$ cat src/rtl/tafs_pkg.sv
`timescale 1ns / 1ps
// ----------------------------------------------------------------------------
// tafs_pkg: shared types and constants for the triangle angle unit
// Fixed-point constants of the law of cosines arccosine datapath.
// ----------------------------------------------------------------------------
package tafs_pkg;

    localparam int LEN_W   = 16;
    localparam int FRAC_W  = 7;
    localparam int ANG_W   = 8 + FRAC_W;
    localparam int QDEPTH  = 4;
    localparam int QPTR_W  = 2;

    localparam logic [ANG_W-1:0] FULL_ANGLE = ANG_W'(180 << FRAC_W);
    localparam logic [30:0]      Q_ONE      = 31'h4000_0000;
    localparam logic [31:0]      PI_Q30     = 32'd3373259427;
    localparam logic [29:0]      R2D_Q24    = 30'd961263669;

    // arccosine polynomial coefficients in q30, lowest order first
    localparam logic signed [32:0] COEF [8] = '{
        33'sd1686629690,
        -33'sd230423709,
        33'sd95540460,
        -33'sd53874249,
        33'sd33169905,
        -33'sd18348235,
        33'sd7161955,
        -33'sd1355589
    };

    // classified request handed from the front part to the back part
    typedef struct packed {
        logic [32:0]      m;      // |b*b + c*c - a*a|
        logic [32:0]      d;      // 2*b*c
        logic             neg;    // ratio below zero
        logic             qone;   // ratio magnitude is at least one
        logic             pinned; // result fixed by the front part
        logic             inv;
        logic [ANG_W-1:0] fangle;
    } tafs_ent_t;

    typedef struct packed {
        logic [33:0]        m;
        logic [32:0]        d;
        logic [30:0]        q;
        logic signed [32:0] p;
        logic [62:0]        prod;
        logic               psn;
        logic [62:0]        rem;
        logic [30:0]        root;
        logic [31:0]        r;
        logic               neg;
        logic               qone;
        logic               pinned;
        logic               inv;
        logic [ANG_W-1:0]   fangle;
    } tafs_bk_t;

endpackage

$ cat src/rtl/tafs_front.sv
`timescale 1ns / 1ps
// ----------------------------------------------------------------------------
// tafs_front: squares the sides and classifies each request
// Two register stages: products, then ratio terms and special cases.
// ----------------------------------------------------------------------------
module tafs_front (
    input  logic                         clk,
    input  logic                         rst_n,
    input  logic                         in_valid,
    output logic                         in_ready,
    input  logic [tafs_pkg::LEN_W-1:0]   side_a,
    input  logic [tafs_pkg::LEN_W-1:0]   side_b,
    input  logic [tafs_pkg::LEN_W-1:0]   side_c,
    output logic                         ent_valid,
    input  logic                         ent_full,
    output tafs_pkg::tafs_ent_t          ent
);
    import tafs_pkg::*;

    logic        s1_vld_reg, s2_vld_reg;
    logic        adv;
    logic [31:0] a2_reg, b2_reg, c2_reg, bc_reg;
    logic        zero_reg;
    logic [32:0] sum;
    logic        neg;
    logic [32:0] mag;
    logic [32:0] dd;
    logic        oor;
    tafs_ent_t   ent_reg, ent_next;

    assign adv      = !s2_vld_reg || !ent_full;
    assign in_ready = adv;

    always_ff @(posedge clk or negedge rst_n)
    begin
        if (!rst_n)
        begin
            s1_vld_reg <= 1'b0;
            s2_vld_reg <= 1'b0;
        end
        else if (adv)
        begin
            s1_vld_reg <= in_valid;
            s2_vld_reg <= s1_vld_reg;
        end
    end

    always_ff @(posedge clk)
    begin
        if (adv)
        begin
            a2_reg   <= 32'(side_a) * 32'(side_a);
            b2_reg   <= 32'(side_b) * 32'(side_b);
            c2_reg   <= 32'(side_c) * 32'(side_c);
            bc_reg   <= 32'(side_b) * 32'(side_c);
            zero_reg <= (side_b == '0) || (side_c == '0);
            ent_reg  <= ent_next;
        end
    end

    assign sum = {1'b0, b2_reg} + {1'b0, c2_reg};
    assign neg = {1'b0, a2_reg} > sum;
    assign mag = neg ? ({1'b0, a2_reg} - sum) : (sum - {1'b0, a2_reg});
    assign dd  = {bc_reg, 1'b0};
    assign oor = dd < mag;

    always_comb
    begin
        ent_next.m      = mag;
        ent_next.d      = dd;
        ent_next.neg    = neg;
        ent_next.qone   = mag >= dd;
        ent_next.pinned = zero_reg || oor;
        ent_next.inv    = zero_reg || oor;
        ent_next.fangle = (!zero_reg && oor && neg) ? FULL_ANGLE : '0;
    end

    assign ent_valid = s2_vld_reg;
    assign ent       = ent_reg;

endmodule

$ cat config.mk
export PLATFORM = sky130hd
export DESIGN_NAME = tafs_front
export DESIGN_NICKNAME = d
export VERILOG_FILES = /design/src/rtl/tafs_pkg.sv /design/src/rtl/tafs_front.sv
export SDC_FILE = /design/constraint.sdc
export NUM_CORES = 2
export LEC_CHECK = 0
export BUFFER_PORTS_ARGS = -buffer_cell sky130_fd_sc_hd__buf_2
export CAP_MARGIN = 20
export CORE_ASPECT_RATIO = 1.25
export CORE_UTILIZATION = 65
export DETAILED_ROUTE_END_ITERATION = 8
export GPL_ROUTABILITY_DRIVEN = 0
export PLACE_DENSITY = 0.86
export SYNTH_ARGS = -nofsm -noshare
export SYNTH_HDL_FRONTEND = slang
export SYNTH_SLANG_ARGS = --single-unit
$ cat constraint.sdc
create_clock -name clk -period 16 [get_ports clk]
set_input_delay 3.2 -clock clk [delete_from_list [all_inputs] [get_ports clk]]
set_output_delay 3.2 -clock clk [all_outputs]
set_load 0.05 [all_outputs]
==> results by group <==
Clock network
  • Hold-fix buffers at CTS: 0
  • TritonCTS clock tree: built
  • Root Driver: clkbuf_16
  • Sink Count: 197
  • CTS Buf Count: 17
  • Clock Path Buffers: 2
  • Clock-pin slew on the worst setup and hold paths: 0.08 ns
  • Post-CTS Resized: 0
  • H-tree depth: 4
  • Worst skew pair latency: 0.50 ns
  • Post-CTS setup buffer count: 0

Timing
  • Period minus WS final: 10.32 ns
  • Worst Skew: 0.01651 ns
  • FMAX: 96.88 MHz
  • Slew Viols, Final: 0
  • Setup TNS: 0 ns
  • Max-slew headroom: 33.90%
  • Worst-margin pin slew: 0.9777 ns
  • Final Setup Violations: 0
  • RSZ-0062 raised after global routing: no
  • Hold Fails Final Rpt: 0
  • Crit share post-route: 64.51%

Routing
  • ANT nets after route: 0
  • Iter 0 DRT Violations: 2175
  • WL final: 92580 um
  • # DRC: 1
  • Vias/cell: 5.719
  • First drt pass iteration count: 9
  • Routed vias: 29880
  • Drt wl/cell: 17.72 um

Synth
  • Synth area leaders: fa_1 (34%), ha_1 (16%), edfxtp_1 (14%), inv_1 (9.8%), nand2_1 (3.8%)
  • Mux cell area share after synthesis: 0.5610%
  • Most frequent cell after synthesis: inv_1
  • Syn_area_per_cell: 9.379 sq um
  • Primary FF master, synth: edfxtp_1
  • Post-synthesis compound-gate area fraction: 8.250%
  • Synth Area in Simple Gates: 11.62%
  • #FFs+latches synth: 197
  • Asr flop ratio synth: 1.015%
  • Largest family of logic cells by synthesized area: adder cells
  • Ys Warns: 0
  • Mapped Cells: 4376
  • Mapped Area: 41040 sq um
  • EDFF count, synth: 195
  • Yosys top cell by area: fa_1
  • Sequential-to-total area share from yosys stat: 14.39%
  • Area share of fa/ha/maj cells after synthesis: 49.61%
  • Post-synth top area share: 33.51%
  • Post-Synth XOR/XNOR Area: 4.033%
  • Cell variety after synth: 76
  • Post-synth top cells: inv_1 (1075), fa_1 (687), ha_1 (528)

Setup path
  • Crit-path max FO: 26
  • Crit path capture type: flop
  • CP Launch Type: input pin
  • CP Data Required Time: 16.24 ns
  • Worst path arrival time: 10.57 ns
  • R2R Setup Slk: 7.03 ns
  • WS Path Type: in -> reg

Global routing
  • Vias in the first global route: 32030
  • Total track usage: 30.45%
  • Largest net degree at the start of global routing: 77
  • Initial antenna violation count: 2
  • Congestion Overflow GR: 0
  • First-pass GRT wire length: 153300 um

Die
  • Core Area: 62150 sq um
  • Std-Cell Rows: 102
  • DIE HEIGHT: 282.9 um
  • Io pins: 139
  • Chip Width: 226.7 um
  • Starting Density: 66.03%
  • Die Footprint: 64150 sq um

Cells and area
  • Area grow syn2layout: 4.036%
  • Final net count: 5645
  • Sequential cell area: 5906 sq um
  • Multi-input logic area: 30450 sq um
  • Max reg flops: 69
  • Share of layout cells above drive strength 1: 4.691%
  • # fillers: 4548

Outcome
  • Status: finished, violations left
  • Failing checks: DRC

Flow run
  • Max_cap viols: 0

Placement
  • Post-DP HPWL: 74250 um
  • IO buf count: 126

Worst hold path
  • HP Class: reg -> reg
## placed cells by master (no fill, tap or decap), types with 101 or more instances in the layout
cell	count
a21oi_1	175
edfxtp_1	195
inv_1	1075
fa_1	687
ha_1	528
nor2_1	168
and2_1	206
xnor2_1	124
buf_2	126
a21o_1	101
nand2_1	416
## worst paths after layout
kind | from | depth (start not counted) | to
setup / recovery | side_b[7] | 25 | b2_reg[31]
hold / removal | bc_reg[22] | 0 | ent[42]
setup reg to reg | c2_reg[3] | 33 | ent[12]
hold reg to reg | bc_reg[22] | 0 | ent[42]
max in group asynchronous | rst_n | 1 | s1_vld_reg
min in group asynchronous | rst_n | 1 | ent_valid
## per-stage QoR
step / instance area, sq um / std cells / setup slack, ns / hold WS [ns] / utilization, %
3_3_place_gp: 42120 / 5191 / 5.659 / 0.4359 / 67.77
2_1_floorplan: 41080 / 4387 / 5.171 / 0.4264 / -
4_1_cts: 42690 / 5223 / 5.858 / 0.4577 / 68.69
6_report: 42700 / 5225 / 5.678 / 0.4569 / 68.70
5_1_grt: 42690 / 5224 / 5.518 / 0.4703 / 68.69
3_5_place_dp: 42120 / 5191 / 5.392 / 0.4394 / 67.77
## final cells by class
cell class,instances,share of cell area (%)
inverters,1081,9.503
flip-flops and latches,197,13.83
clock inverters,15,0.3370
diodes,2,0.01172
well taps,832,2.438
multi-input cells,2950,71.32
repair buffers,131,1.565
clock buffers,17,0.9963
## critical path, stage by stage
cell,delay [ns]
buf_2,0.51
clkinv_1,0.53
fa_1,0.66
inv_1,0.05
fa_1,0.51
inv_1,0.06
fa_1,0.53
inv_1,0.05
fa_1,0.48
inv_1,0.05
fa_1,0.45
fa_1,0.49
inv_1,0.04
ha_1,0.35
a21o_1,0.20
a21o_1,0.17
a21o_1,0.19
a21oi_1,0.15
o21ai_0,0.15
nor4_1,0.48
o31ai_1,0.26
a311oi_1,0.56
o221ai_1,0.17
a21oi_1,0.19
xnor2_1,0.08
## cells by family (layout without fill, tap and decap cells)
logic type | count (synthesis) | after routing
and+or+nand+nor | 998 | 998
AOI/OAI and AO/OA | 514 | 514
buffers and inverters | 1240 | 1244
adders and majority gates | 1215 | 1215
xor gates and xnor gates | 189 | 189
DFF | 197 | 197
muxes | 22 | 22
other | 1 | 14
## per-layer routing
metal  share of wire [%]  up-vias  GRT usage [%]
li1                    -    13550              -
met1                  36    14830          36.37
met2                  50     1183          51.01
met3                 7.0      317          5.185
met4                 6.9        2          18.67
met5               0.011        -              0
Power is not shown: default switching activity piles up to over one toggle a cycle in this logic, so the estimate is an artifact.
