[src/rtl/tafs_pkg.sv]
`timescale 1ns / 1ps
// ----------------------------------------------------------------------------
// tafs_pkg: shared types and constants for the triangle angle unit
// Fixed-point constants of the law of cosines arccosine datapath.
// ----------------------------------------------------------------------------
package tafs_pkg;

    localparam int LEN_W   = 16;
    localparam int FRAC_W  = 7;
    localparam int ANG_W   = 8 + FRAC_W;
    localparam int QDEPTH  = 4;
    localparam int QPTR_W  = 2;

    localparam logic [ANG_W-1:0] FULL_ANGLE = ANG_W'(180 << FRAC_W);
    localparam logic [30:0]      Q_ONE      = 31'h4000_0000;
    localparam logic [31:0]      PI_Q30     = 32'd3373259427;
    localparam logic [29:0]      R2D_Q24    = 30'd961263669;

    // arccosine polynomial coefficients in q30, lowest order first
    localparam logic signed [32:0] COEF [8] = '{
        33'sd1686629690,
        -33'sd230423709,
        33'sd95540460,
        -33'sd53874249,
        33'sd33169905,
        -33'sd18348235,
        33'sd7161955,
        -33'sd1355589
    };

    // classified request handed from the front part to the back part
    typedef struct packed {
        logic [32:0]      m;      // |b*b + c*c - a*a|
        logic [32:0]      d;      // 2*b*c
        logic             neg;    // ratio below zero
        logic             qone;   // ratio magnitude is at least one
        logic             pinned; // result fixed by the front part
        logic             inv;
        logic [ANG_W-1:0] fangle;
    } tafs_ent_t;

    typedef struct packed {
        logic [33:0]        m;
        logic [32:0]        d;
        logic [30:0]        q;
        logic signed [32:0] p;
        logic [62:0]        prod;
        logic               psn;
        logic [62:0]        rem;
        logic [30:0]        root;
        logic [31:0]        r;
        logic               neg;
        logic               qone;
        logic               pinned;
        logic               inv;
        logic [ANG_W-1:0]   fangle;
    } tafs_bk_t;

endpackage

[src/rtl/tafs_queue.sv]
`timescale 1ns / 1ps
// ----------------------------------------------------------------------------
// tafs_queue: short request queue between front and back parts
// Four entries with a fill count.
// ----------------------------------------------------------------------------
module tafs_queue (
    input  logic                 clk,
    input  logic                 rst_n,
    input  logic                 push_valid,
    output logic                 full,
    input  tafs_pkg::tafs_ent_t  push_ent,
    output logic                 pop_valid,
    input  logic                 pop_ready,
    output tafs_pkg::tafs_ent_t  pop_ent
);
    import tafs_pkg::*;

    tafs_ent_t          mem [QDEPTH];
    logic [QPTR_W-1:0]  wr_ptr_reg, rd_ptr_reg;
    logic [QPTR_W:0]    cnt_reg;
    logic               push, pop;

    assign full      = cnt_reg == (QPTR_W+1)'(QDEPTH);
    assign pop_valid = cnt_reg != '0;
    assign push      = push_valid && !full;
    assign pop       = pop_valid && pop_ready;
    assign pop_ent   = mem[rd_ptr_reg];

    always_ff @(posedge clk or negedge rst_n)
    begin
        if (!rst_n)
        begin
            wr_ptr_reg <= '0;
            rd_ptr_reg <= '0;
            cnt_reg    <= '0;
        end
        else
        begin
            if (push)
                wr_ptr_reg <= wr_ptr_reg + 1'b1;
            if (pop)
                rd_ptr_reg <= rd_ptr_reg + 1'b1;
            if (push && !pop)
                cnt_reg <= cnt_reg + 1'b1;
            else if (pop && !push)
                cnt_reg <= cnt_reg - 1'b1;
        end
    end

    always_ff @(posedge clk)
    begin
        if (push)
            mem[wr_ptr_reg] <= push_ent;
    end

endmodule

[config.mk]
export PLATFORM = sky130hd
export DESIGN_NAME = tafs_queue
export DESIGN_NICKNAME = d
export VERILOG_FILES = /design/src/rtl/tafs_pkg.sv /design/src/rtl/tafs_queue.sv
export SDC_FILE = /design/constraint.sdc
export NUM_CORES = 1
export LEC_CHECK = 0
export ABC_CLOCK_PERIOD_IN_PS = 4019
export BUFFER_PORTS_ARGS = -buffer_cell sky130_fd_sc_hd__buf_2
export CAP_MARGIN = 20
export CORE_ASPECT_RATIO = 0.7
export CORE_MARGIN = 2
export CORE_UTILIZATION = 59
export CTS_BUF_LIST = sky130_fd_sc_hd__clkbuf_4
export CTS_CLUSTER_DIAMETER = 200
export CTS_CLUSTER_SIZE = 8
export DETAILED_ROUTE_END_ITERATION = 10
export GPL_TIMING_DRIVEN = 0
export HOLD_SLACK_MARGIN = 0.12
export PLACE_DENSITY_LB_ADDON = 0.2
export SETUP_SLACK_MARGIN = 0.2
export SYNTH_ARGS = -nofsm -noshare
export SYNTH_HDL_FRONTEND = slang
export SYNTH_SLANG_ARGS = --single-unit
[constraint.sdc]
create_clock -name clk -period 4.02 [get_ports clk]
set_input_delay 1.005 -clock clk [delete_from_list [all_inputs] [get_ports clk]]
set_output_delay 1.005 -clock clk [all_outputs]
set_load 0.02 [all_outputs]
==> results of run 1 <==
-- layout by cell type (no fill, tap or decap) --
cell	instances
sky130_fd_sc_hd__clkbuf_4	60
sky130_fd_sc_hd__inv_2	1
sky130_fd_sc_hd__nor3b_2	1
sky130_fd_sc_hd__nor2b_1	1
sky130_fd_sc_hd__nand2_1	1
sky130_fd_sc_hd__buf_16	2
sky130_fd_sc_hd__buf_8	1
sky130_fd_sc_hd__or3_1	1
sky130_fd_sc_hd__clkbuf_1	3
sky130_fd_sc_hd__dfrtp_1	7
sky130_fd_sc_hd__xor2_1	2
sky130_fd_sc_hd__edfxtp_1	340
sky130_fd_sc_hd__nand3_1	1
sky130_fd_sc_hd__xnor2_1	4
sky130_fd_sc_hd__inv_1	3
sky130_fd_sc_hd__nor2_1	1
sky130_fd_sc_hd__and2_4	4
sky130_fd_sc_hd__buf_12	5
sky130_fd_sc_hd__fa_1	1
sky130_fd_sc_hd__clkinvlp_4	1
sky130_fd_sc_hd__mux4_2	85
sky130_fd_sc_hd__buf_2	185
sky130_fd_sc_hd__diode_2	3
sky130_fd_sc_hd__buf_6	1
sky130_fd_sc_hd__ha_1	5
sky130_fd_sc_hd__buf_4	3
sky130_fd_sc_hd__mux2_2	2
-- cell usage after synthesis --
master	count	area, sq um
sky130_fd_sc_hd__edfxtp_1	340	10200
sky130_fd_sc_hd__mux4_2	85	1910
sky130_fd_sc_hd__buf_2	10	50.1
sky130_fd_sc_hd__dfrtp_1	7	175
sky130_fd_sc_hd__ha_1	5	62.6
sky130_fd_sc_hd__and2_1	4	25.0
sky130_fd_sc_hd__xnor2_1	4	35.0
sky130_fd_sc_hd__buf_12	3	60.1
sky130_fd_sc_hd__buf_4	3	22.5
sky130_fd_sc_hd__clkbuf_1	3	11.3
sky130_fd_sc_hd__inv_1	3	11.3
sky130_fd_sc_hd__mux2_2	2	22.5
sky130_fd_sc_hd__xor2_1	2	17.5
sky130_fd_sc_hd__buf_6	1	11.3
sky130_fd_sc_hd__buf_8	1	15.0
sky130_fd_sc_hd__fa_1	1	20.0
sky130_fd_sc_hd__nand2_1	1	3.75
sky130_fd_sc_hd__nand3_1	1	5.00
sky130_fd_sc_hd__nor2_1	1	3.75
sky130_fd_sc_hd__nor2b_1	1	6.26
sky130_fd_sc_hd__nor3b_2	1	12.5
sky130_fd_sc_hd__or3_1	1	6.26
-- critical path: cells and delay by family, from the launching register on --
kind,cells,cell delay [ns]
mux,1,0.38
flops,1,0.33
buf+inv,4,0.98
-- how the worst min path moves through the flow --
stage	cells after the start	to
2_1_floorplan	1	cnt_reg[2]$_DFFE_PN0P_
3_3_place_gp	1	cnt_reg[2]$_DFFE_PN0P_
3_5_place_dp	1	cnt_reg[2]$_DFFE_PN0P_
4_1_cts	1	wr_ptr_reg[0]$_DFFE_PN0P_
5_1_grt	1	wr_ptr_reg[0]$_DFFE_PN0P_
6_report	1	wr_ptr_reg[0]$_DFFE_PN0P_
-- cell type report --
type                       count  area (sq um)  share of cell area
clock buffer                  60           450              0.0311
inverter                       3          11.3            0.000777
multi-input combinational    109          2140               0.148
timing repair buffer         179           971              0.0670
clock inverter                 2          11.3            0.000777
antenna                        3          7.51            0.000518
buffer                        21           170              0.0117
tap                          276           345              0.0238
sequential                   347         10400               0.716
-- through the flow --
stage,area (sq um),hold WS [ns],std cells
after floorplan,12700,0.445,480
after global placement,13900,0.463,931
after detailed placement,14000,0.478,935
after CTS,14500,0.135,997
after global routing,14500,0.141,997
final,14500,0.192,1000
-- cell families after synthesis --
| kind of cell | after synthesis |
|---|---|
| and+or+nand+nor | 10 |
| buffers and inverters | 24 |
| muxes | 87 |
| adders and majority gates | 6 |
| DFF | 347 |
| xor gates and xnor gates | 6 |
-- metal layers --
metal / GRT usage / wire length (um) / up-vias / part of all wire
met2: 0.316 / 10600 / 216 / 0.48
met5: 0 / 0 / - / 0
met1: 0.277 / 8870 / 2867 / 0.41
li1: - / - / 2528 / -
met4: 0.0474 / 297 / 0 / 0.014
met3: 0.0618 / 2120 / 35 / 0.097
-- power by group through the flow --
stage | registers [mW] | clock network, mW | logic (mW)
floorplan | 5.02 | 0 | 2.67
global placement | 5.08 | 0 | 3.75
detailed placement | 5.03 | 0 | 3.87
CTS | 4.94 | 1.81 | 3.89
global route | 4.99 | 1.94 | 4.07
finish | 4.93 | 1.74 | 3.79
==> results by stage, run 1 <==
Outcome:
- The run finished with clean final reports.

Timing:
- In the post-route analysis, the smallest setup slack over all paths is 0.686 ns.
- The worst clock skew on the final layout is 0.0237 ns.
- After layout, the minimum clock period comes to 3.33 ns.
- The count of final max-slew check failures is 0.
- Setup violations remaining at the end of the flow were counted as 0.
- Of the available clock period, the critical path in the final layout requires 0.829.
- Static timing analysis puts the maximum clock frequency at 300 MHz.
- Setup repair after global routing left no endpoint under its margin.
- Headroom to the max-slew limit came out at 0.473.
- The setup TNS is 0 ns.
- At the pin with the least slew margin, the transition time is 0.790 ns.
- The count of endpoints failing hold in the final timing report was 0.

Place:
- OpenSTA, run right after detailed placement, puts the worst setup slack at 1.23 ns.
- The routability congestion estimate is 0.707.
- During placement, the flow inserted port buffers numbering 175.
- The post-detailed-placement half-perimeter wirelength is 13,600 um.

Synth:
- For this run, the register share of the synthesized area comes to 0.818.
- The synthesized-area fraction occupied by ao, oa, aoi and oai cells is 0.
- The net count of the mapped netlist is 575.
- The synthesized area divided by synthesized cell count is 26.5 sq um.
- Yosys printed 0 warnings.
- Summing every instance area after synthesis gives 12,700 sq um.
- Of the total synthesized cell area, the portion taken by AND, OR, NAND and NOR gates is 0.00493.
- The post-synthesis cell count is 480.
- The XOR/XNOR share of the synthesized area is 0.00414.
- The fraction of synthesized area in multiplexers is 0.152.
- The main combinational cell family by area after synthesis is multiplexers.
- Of the total synthesized cell area, the portion taken by full adders, half adders and majority gates is 0.00650.
- The number of synthesized register bits is 347.
- The number of library cell types mapped by synthesis is 22.

CTS:
- Buffers inserted during clock tree synthesis total 49.
- The clock passes through at most 3 buffers.
- The count of cells resized by post-cts repair is 0.
- The CTS clock-pin slew for the worst setup and hold paths is 0.09 ns.
- The number of buffers inserted by hold repair at cts is 0.
- The clock latency at the later pin of the worst-skew pair is 0.64 ns.
- The clock net sink count is 347.
- The H-tree was split into 2 levels.
- In this run the post-CTS setup repair buffer count came out at 0.
- The CTS tree is done.
- The master cell of the clock root buffer is sky130_fd_sc_hd__clkbuf_4.

Power:
- The power per cell area is 722 nW/um^2.
- The combinational group share of total power is 0.362.
- Of the total power, the share spent switching nets is 0.328.
- Of the total power, registers draw 0.471.
- Summing internal, switching and leakage power gives 10.5 mW.
- VDD sags by at most 0.498 mV.
- In this run the power spent charging and discharging nets is 3.43 mW.
- For this design the static power due to leakage is 4.96 nW.
- Of the total power, the clock network draws 0.166.
- The cell internal power dissipation is 7.03 mW.

Setup path:
- For the worst flop-to-flop path, the logic depth is 5.
- Data on the critical path is required at its endpoint by 3.01 ns.
- The maximum fanout count along the critical path is 10.
- The endpoint of the worst-slack reg-to-reg timing path is mem[1][72]$_DFFE_PP_.
- The critical path starts at rd_ptr_reg[1]$_DFFE_PN0P_.
- The worst register-to-register path begins at cnt_reg[2]$_DFFE_PN0P_.
- The delay of the slowest cell on the worst path is 0.38 ns.
- STA classifies the critical path startpoint as a register.
- The worst setup slack for register-to-register paths is 1.83 ns.
- The most critical setup path has its endpoint at pop_ent[29].
- In this design, the critical path's most frequently occurring cell is sky130_fd_sc_hd__buf_2.
- The critical setup path kind is register to output pin.
- At the worst endpoint, the arrival time is 2.33 ns.
- STA classifies the critical path endpoint as an output pin.
- The signal on the critical path passes through buf_2 > buf_2 > buf_2 > mux4_2 > buf_2.
- On the critical path, the stage with the largest delay is an instance of sky130_fd_sc_hd__mux4_2.

Global routing:
- Across every metal layer, demand over resource in global routing totals 0.199.
- Entering global routing, the biggest net connects 50 pins.
- The initial antenna violation count came to 3.
- The number of global-route vias before repair came to 6,191.
- The first-pass GRT wire length is 33,800 um.
- The final global-route overflow total is 0.

Route:
- The count of nets left with antenna violations once routing finished came out at 0.
- The first detailed-routing pass ran for 4 iterations.
- After detailed routing, the number of vias per cell comes to 5.65.
- After detailed routing, the average wire length per cell comes to 21.9 um.
- The count of vias placed by the detailed router is 5,646.
- In the routed design, unresolved DRC markers number 0.
- The routed design has 21,900 um of wire.
- The detailed router finished its first iteration with 354 violations.

Die:
- The core outline area is 20,900 sq um.
- The floorplan has 44 rows.
- The die outline area is 22,700 sq um.
- For this design the top-level I/O count stands at 176.
- The initial standard-cell utilization of the core is 0.607.
- The die span in x is 179 um.
- The vertical die dimension is 127 um.

Worst hold path:
- The type of the most critical hold path is primary input to async pin.

Final layout:
- The relative area change from synthesis to final layout is 14.1%.
- The filler cells instantiated in the layout total 1,315.
- The fraction of final layout cells with drive strength greater than 1 is 0.487.
- In the final design database the tool counted 805 nets.
- The number of flip-flops in the largest register is 340.
- For this run, the share of the core covered by cells in the final layout is 0.693.

Job:
- The count of maximum capacitance violations is 0.
Note: power is estimated with default switching activity, not from simulation.
==> run 2: changes to the inputs <==
ABC_AREA = 1   (was default)
ABC_CLOCK_PERIOD_IN_PS = 3400   (was 4019)
CORE_UTILIZATION = 60   (was 59)
clock period = 3.4 ns   (was 4.02 ns; I/O delays follow)
==> results by stage, run 2 <==
Timing:
- For this run, the top clock speed supported by timing is 324 MHz.
- Setup repair after global routing could not meet its margin everywhere.
- The slew at the pin with the worst max-slew slack is 0.958 ns (+0.168 ns).
- The worst-case hold slack was 0.370 ns (+0.178 ns).
- The worst clock skew on the final layout came to 0.0403 ns (+0.0167 ns).
- The setup TNS came to 0 ns (unchanged).
- The routed design could run at a clock period as short as 3.08 ns.
- The total setup violations reported at the end of the flow is 0 (unchanged).
- The count of final max-slew check failures is 0 (unchanged).
- The count of endpoints failing hold in the final timing report is 0 (unchanged).
- Of the available clock period, the critical path in the final layout requires 0.907.
- The tightest slew margin relative to the limit is 0.360 (-0.114).
- The setup slack after layout is 0.316 ns (-0.370 ns).

Synth:
- The net count of the mapped netlist is 1,147 (+99%).
- The post-synthesis cell count was 1,052 (+120%).
- The library cell with the largest summed area after synthesis is sky130_fd_sc_hd__edfxtp_1.
- The area share of the largest cell type after synthesis is 0.738 (-0.0659).
- The most repeated cell in the gate-level netlist after synthesis is sky130_fd_sc_hd__edfxtp_1.
- The async set or reset register ratio after synthesis is 0.0202 (unchanged).
- The register area share after synthesis was 0.751 (-0.0671).
- Yosys attributes the largest share of cell area to sky130_fd_sc_hd__edfxtp_1 (74%), sky130_fd_sc_hd__o211ai_1 (9.2%), sky130_fd_sc_hd__nand2_1 (7.4%).
- The post-synthesis cell area is 13,800 sq um (+8.9%).
- The number of library cell types mapped by synthesis was 18 (-18%).
- The synthesized area divided by synthesized cell count is 13.2 sq um (-50%).
- The number of synthesized register bits is 347 (unchanged).
- Ranked by instance count, the synthesized netlist is headed by sky130_fd_sc_hd__edfxtp_1 (340), sky130_fd_sc_hd__nand2_1 (273), sky130_fd_sc_hd__inv_1 (184), sky130_fd_sc_hd__o211ai_1 (170), sky130_fd_sc_hd__buf_2 (35).
- Among all flip-flop cells after synthesis, the most frequent one is sky130_fd_sc_hd__edfxtp_1.
- The Yosys warning count came to 0 (unchanged).
- The number of enable flip-flop cells after synthesis is 340 (unchanged).

CTS:
- The number of H-tree levels is 2 (unchanged).
- TritonCTS built the clock tree.
- The buffer depth of the longest clock path was 3 (unchanged).
- The number of buffers created by CTS came to 49 (unchanged).
- The clock latency at the later pin of the worst-skew pair is 0.69 ns (+0.05 ns).
- The total setup buffers inserted after CTS is 0 (unchanged).
- In this run the clock root is driven by a sky130_fd_sc_hd__clkbuf_4.
- The CTS clock-pin slew for the worst setup and hold paths is 0.10 ns (about the same).
- The clock net sink count was 347 (unchanged).

Power:
- The net switching power was 5.48 mW (+60%).
- The power per cell area is 860 nW/um^2 (+19%).
- The fraction of power consumed by sequential logic is 0.424 (-0.047).
- The power after layout was 13.7 mW (+31%).
- The switching share of total power is 0.401 (+0.0733).
- The cell internal power dissipation was 8.19 mW (+16%).
- The part of the total power dissipated in the clock network came to 0.156 (-0.010).
- The largest voltage drop on the vdd net came to 0.508 mV (+2.0%).
- The static leakage is 6.52 nW (+31%).
- The combinational group share of total power was 0.421 (+0.059).

Die:
- The initial standard-cell utilization of the core was 0.612 (+0.00457).
- The total I/O pin count is 176 (unchanged).
- The core outline area is 22,600 sq um (+8.1%).
- The die outline area is 24,300 sq um (+6.9%).
- The number of placement rows was 46 (+4.5%).
- The die span in x is 186 um (+3.4%).
- The vertical die dimension is 131 um (+3.4%).

Route:
- The ratio of routed vias to standard cells is 5.32 (-5.9%).
- The aggregate routed wire length was 28,800 um (+32%).
- The count of vias placed by the detailed router was 8,605 (+52%).
- The remaining routing DRC violations is 0 (unchanged).
- The first-pass iteration count of the detailed router is 4 (unchanged).
- The wire length per cell after detailed routing was 17.8 um (-19%).
- The residual antenna-violating net count after detailed routing came to 0 (unchanged).
- The count of routing violations after the opening detailed-route iteration is 646 (+82%).

Setup path:
- The worst register-to-register path begins at cnt_reg[1]$_DFFE_PN0P_.
- The maximum fanout count along the critical path is 10 (unchanged).
- The depth of the most critical reg-to-reg path is 6 (+1).
- The worst endpoint required time was 2.55 ns (-0.46 ns).
- The kind of start point of the critical path is a register.
- The setup path with the least slack is of type register to output pin.
- The data arrival time of the critical path came to 2.23 ns (-0.10 ns).
- The endpoint kind of the worst setup timing path is an output pin.
- The worst setup slack for register-to-register paths is 0.86 ns (-0.97 ns).
- The endpoint of the worst-slack reg-to-reg timing path is mem[0][32]$_DFFE_PP_.

Final layout:
- The fraction of final layout cells with drive strength greater than 1 is 0.236 (-0.251).
- The number of nets in the finished design came to 1,385 (+72%).
- The area taken by multi-input logic gates is 2480 sq um (+16%).
- Leaving out fill and tap cells, the most frequent cells in the layout are sky130_fd_sc_hd__edfxtp_1 (340), sky130_fd_sc_hd__nand2_1 (273), sky130_fd_sc_hd__buf_2 (208), sky130_fd_sc_hd__inv_1 (184), sky130_fd_sc_hd__o211ai_1 (170).
- The relative area change from synthesis to final layout is 14.9%.
- The number of flip-flops in the largest register is 340 (unchanged).
- The register area is 10,400 sq um (unchanged).
- The count of fill cells added during filler insertion came to 1,553 (+18%).
- The area of all placed cells without fillers is 15,900 sq um (+9.6%).
- Leaving out fill and tap cells, the most frequent cell in the layout is sky130_fd_sc_hd__edfxtp_1.

Global routing:
- The total global-route track usage is 0.238 (+0.0393).
- The first-pass GRT wire length was 42,900 um (+27%).
- The number of global-route vias before repair was 8,276 (+34%).
- The met2 track demand over resource is 0.379 (+0.0640).
- The initial antenna violation count came to 6 (+3).
- The final global-route overflow total was 0 (unchanged).
- The met3 usage in global routing is 0.0575 (-0.00429).
- The most utilized layer in the global route result is met2.
- The met1 track demand over resource is 0.327 (+0.0501).
- The largest net degree at the start of global routing is 31 (-38%).

Outcome:
- The run finished with clean final reports.

Place:
- The placement-stage cell area was 15,400 sq um (+9.6%).
- The setup slack at placement is 0.578 ns (-0.654 ns).
- The post-detailed-placement half-perimeter wirelength was 18,500 um (+36%).
- The routability congestion estimate is 0.750 (+6.0%).
- The number of buffer cells added on primary ports came to 175 (unchanged).

Worst hold path:
- The path class of the tightest hold or removal check is primary input to register.
- The number of cells traversed by the worst hold path is 1.
- The worst min-delay path endpoint is mem[2][73]$_DFFE_PP_.
- The worst hold path begins at push_ent[73].

Job:
- The count of maximum capacitance violations came to 0 (unchanged).
## run 2: cell count changes after synthesis, moves of 6 or more
cell                       before  now
sky130_fd_sc_hd__buf_2         10   35
sky130_fd_sc_hd__inv_1          3  184
sky130_fd_sc_hd__mux4_2        85    0
sky130_fd_sc_hd__nand2_1        1  273
sky130_fd_sc_hd__nand3_1        1    7
sky130_fd_sc_hd__o211ai_1       0  170
## run 2: what timing repair did
item                                    in CTS  in global routing
pin swaps                                    0                  0
hold endpoints to repair                     7                  0
resized for setup                            4                 12
endpoints found under the setup margin      18                 79
hold buffers                                 1                  0
## run 2: worst max path at each step
stage,depth (start not counted),from,end,slack (ns)
after floorplan,2,push_valid,mem[0][0]$_DFFE_PP_,-0.28
after global placement,3,push_valid,mem[2][36]$_DFFE_PP_,-2.04
after detailed placement,5,push_valid,mem[0][37]$_DFFE_PP_,0.58
after CTS,6,rd_ptr_reg[1]$_DFFE_PN0P_,pop_ent[76],0.19
after global routing,7,rd_ptr_reg[0]$_DFFE_PN0P_,pop_ent[48],0.19
final,7,rd_ptr_reg[0]$_DFFE_PN0P_,pop_ent[51],0.32
## run 2: per-layer routing
metal	routed length (um)	up-vias
li1	-	4152
met1	12400	4067
met2	13200	318
met3	2410	62
met4	731	6
met5	26	-
## run 2: cells by family (layout without fill, tap and decap cells)
| kind of cell | after synthesis | count (layout) | share of synthesized area |
|---|---|---|---|
| flip-flops | 347 | 347 | 0.751 |
| AND/OR/NAND/NOR | 285 | 285 | 0.0781 |
| buffers and inverters | 242 | 492 | 0.0721 |
| AO/OA/AOI/OAI | 171 | 171 | 0.0926 |
| adder cells (fa/ha/maj) | 6 | 6 | 0.00597 |
| XOR/XNOR | 1 | 1 | 0.000633 |
| other | 0 | 5 | 0 |
## run 2: cell type report
cell class | instances | share of cell area
sequential | 347 | 0.653
clock buffer | 61 | 0.0288
clock inverter | 2 | 0.000709
buffer | 56 | 0.0202
antenna | 5 | 0.000787
inverter | 186 | 0.0441
multi-input combinational | 463 | 0.156
timing repair buffer | 187 | 0.0710
tap | 312 | 0.0246
## run 2: through the flow
step,util,std cells
after floorplan,-,1052
after global routing,0.702,1616
after detailed placement,0.680,1550
final,0.703,1619
after global placement,0.668,1539
after CTS,0.701,1614
## run 2: power by group through the flow
stage                     registers (mW)  logic, mW  clock network (mW)
final                               5.79       5.75                2.13
after CTS                           5.79       5.77                2.17
after detailed placement            5.89       5.76                   0
after global placement              5.98       5.43                   0
after global routing                5.86       6.26                2.35
after floorplan                     5.91       3.60                   0
## run 2: worst max-delay path: stages (launching register included)
cell and delay (ns):
sky130_fd_sc_hd__dfrtp_1 0.45, sky130_fd_sc_hd__inv_4 0.16, sky130_fd_sc_hd__buf_6 0.19, sky130_fd_sc_hd__buf_2 0.28
sky130_fd_sc_hd__nand2_1 0.11, sky130_fd_sc_hd__o211ai_1 0.11, sky130_fd_sc_hd__nand2_1 0.09, sky130_fd_sc_hd__buf_2 0.16
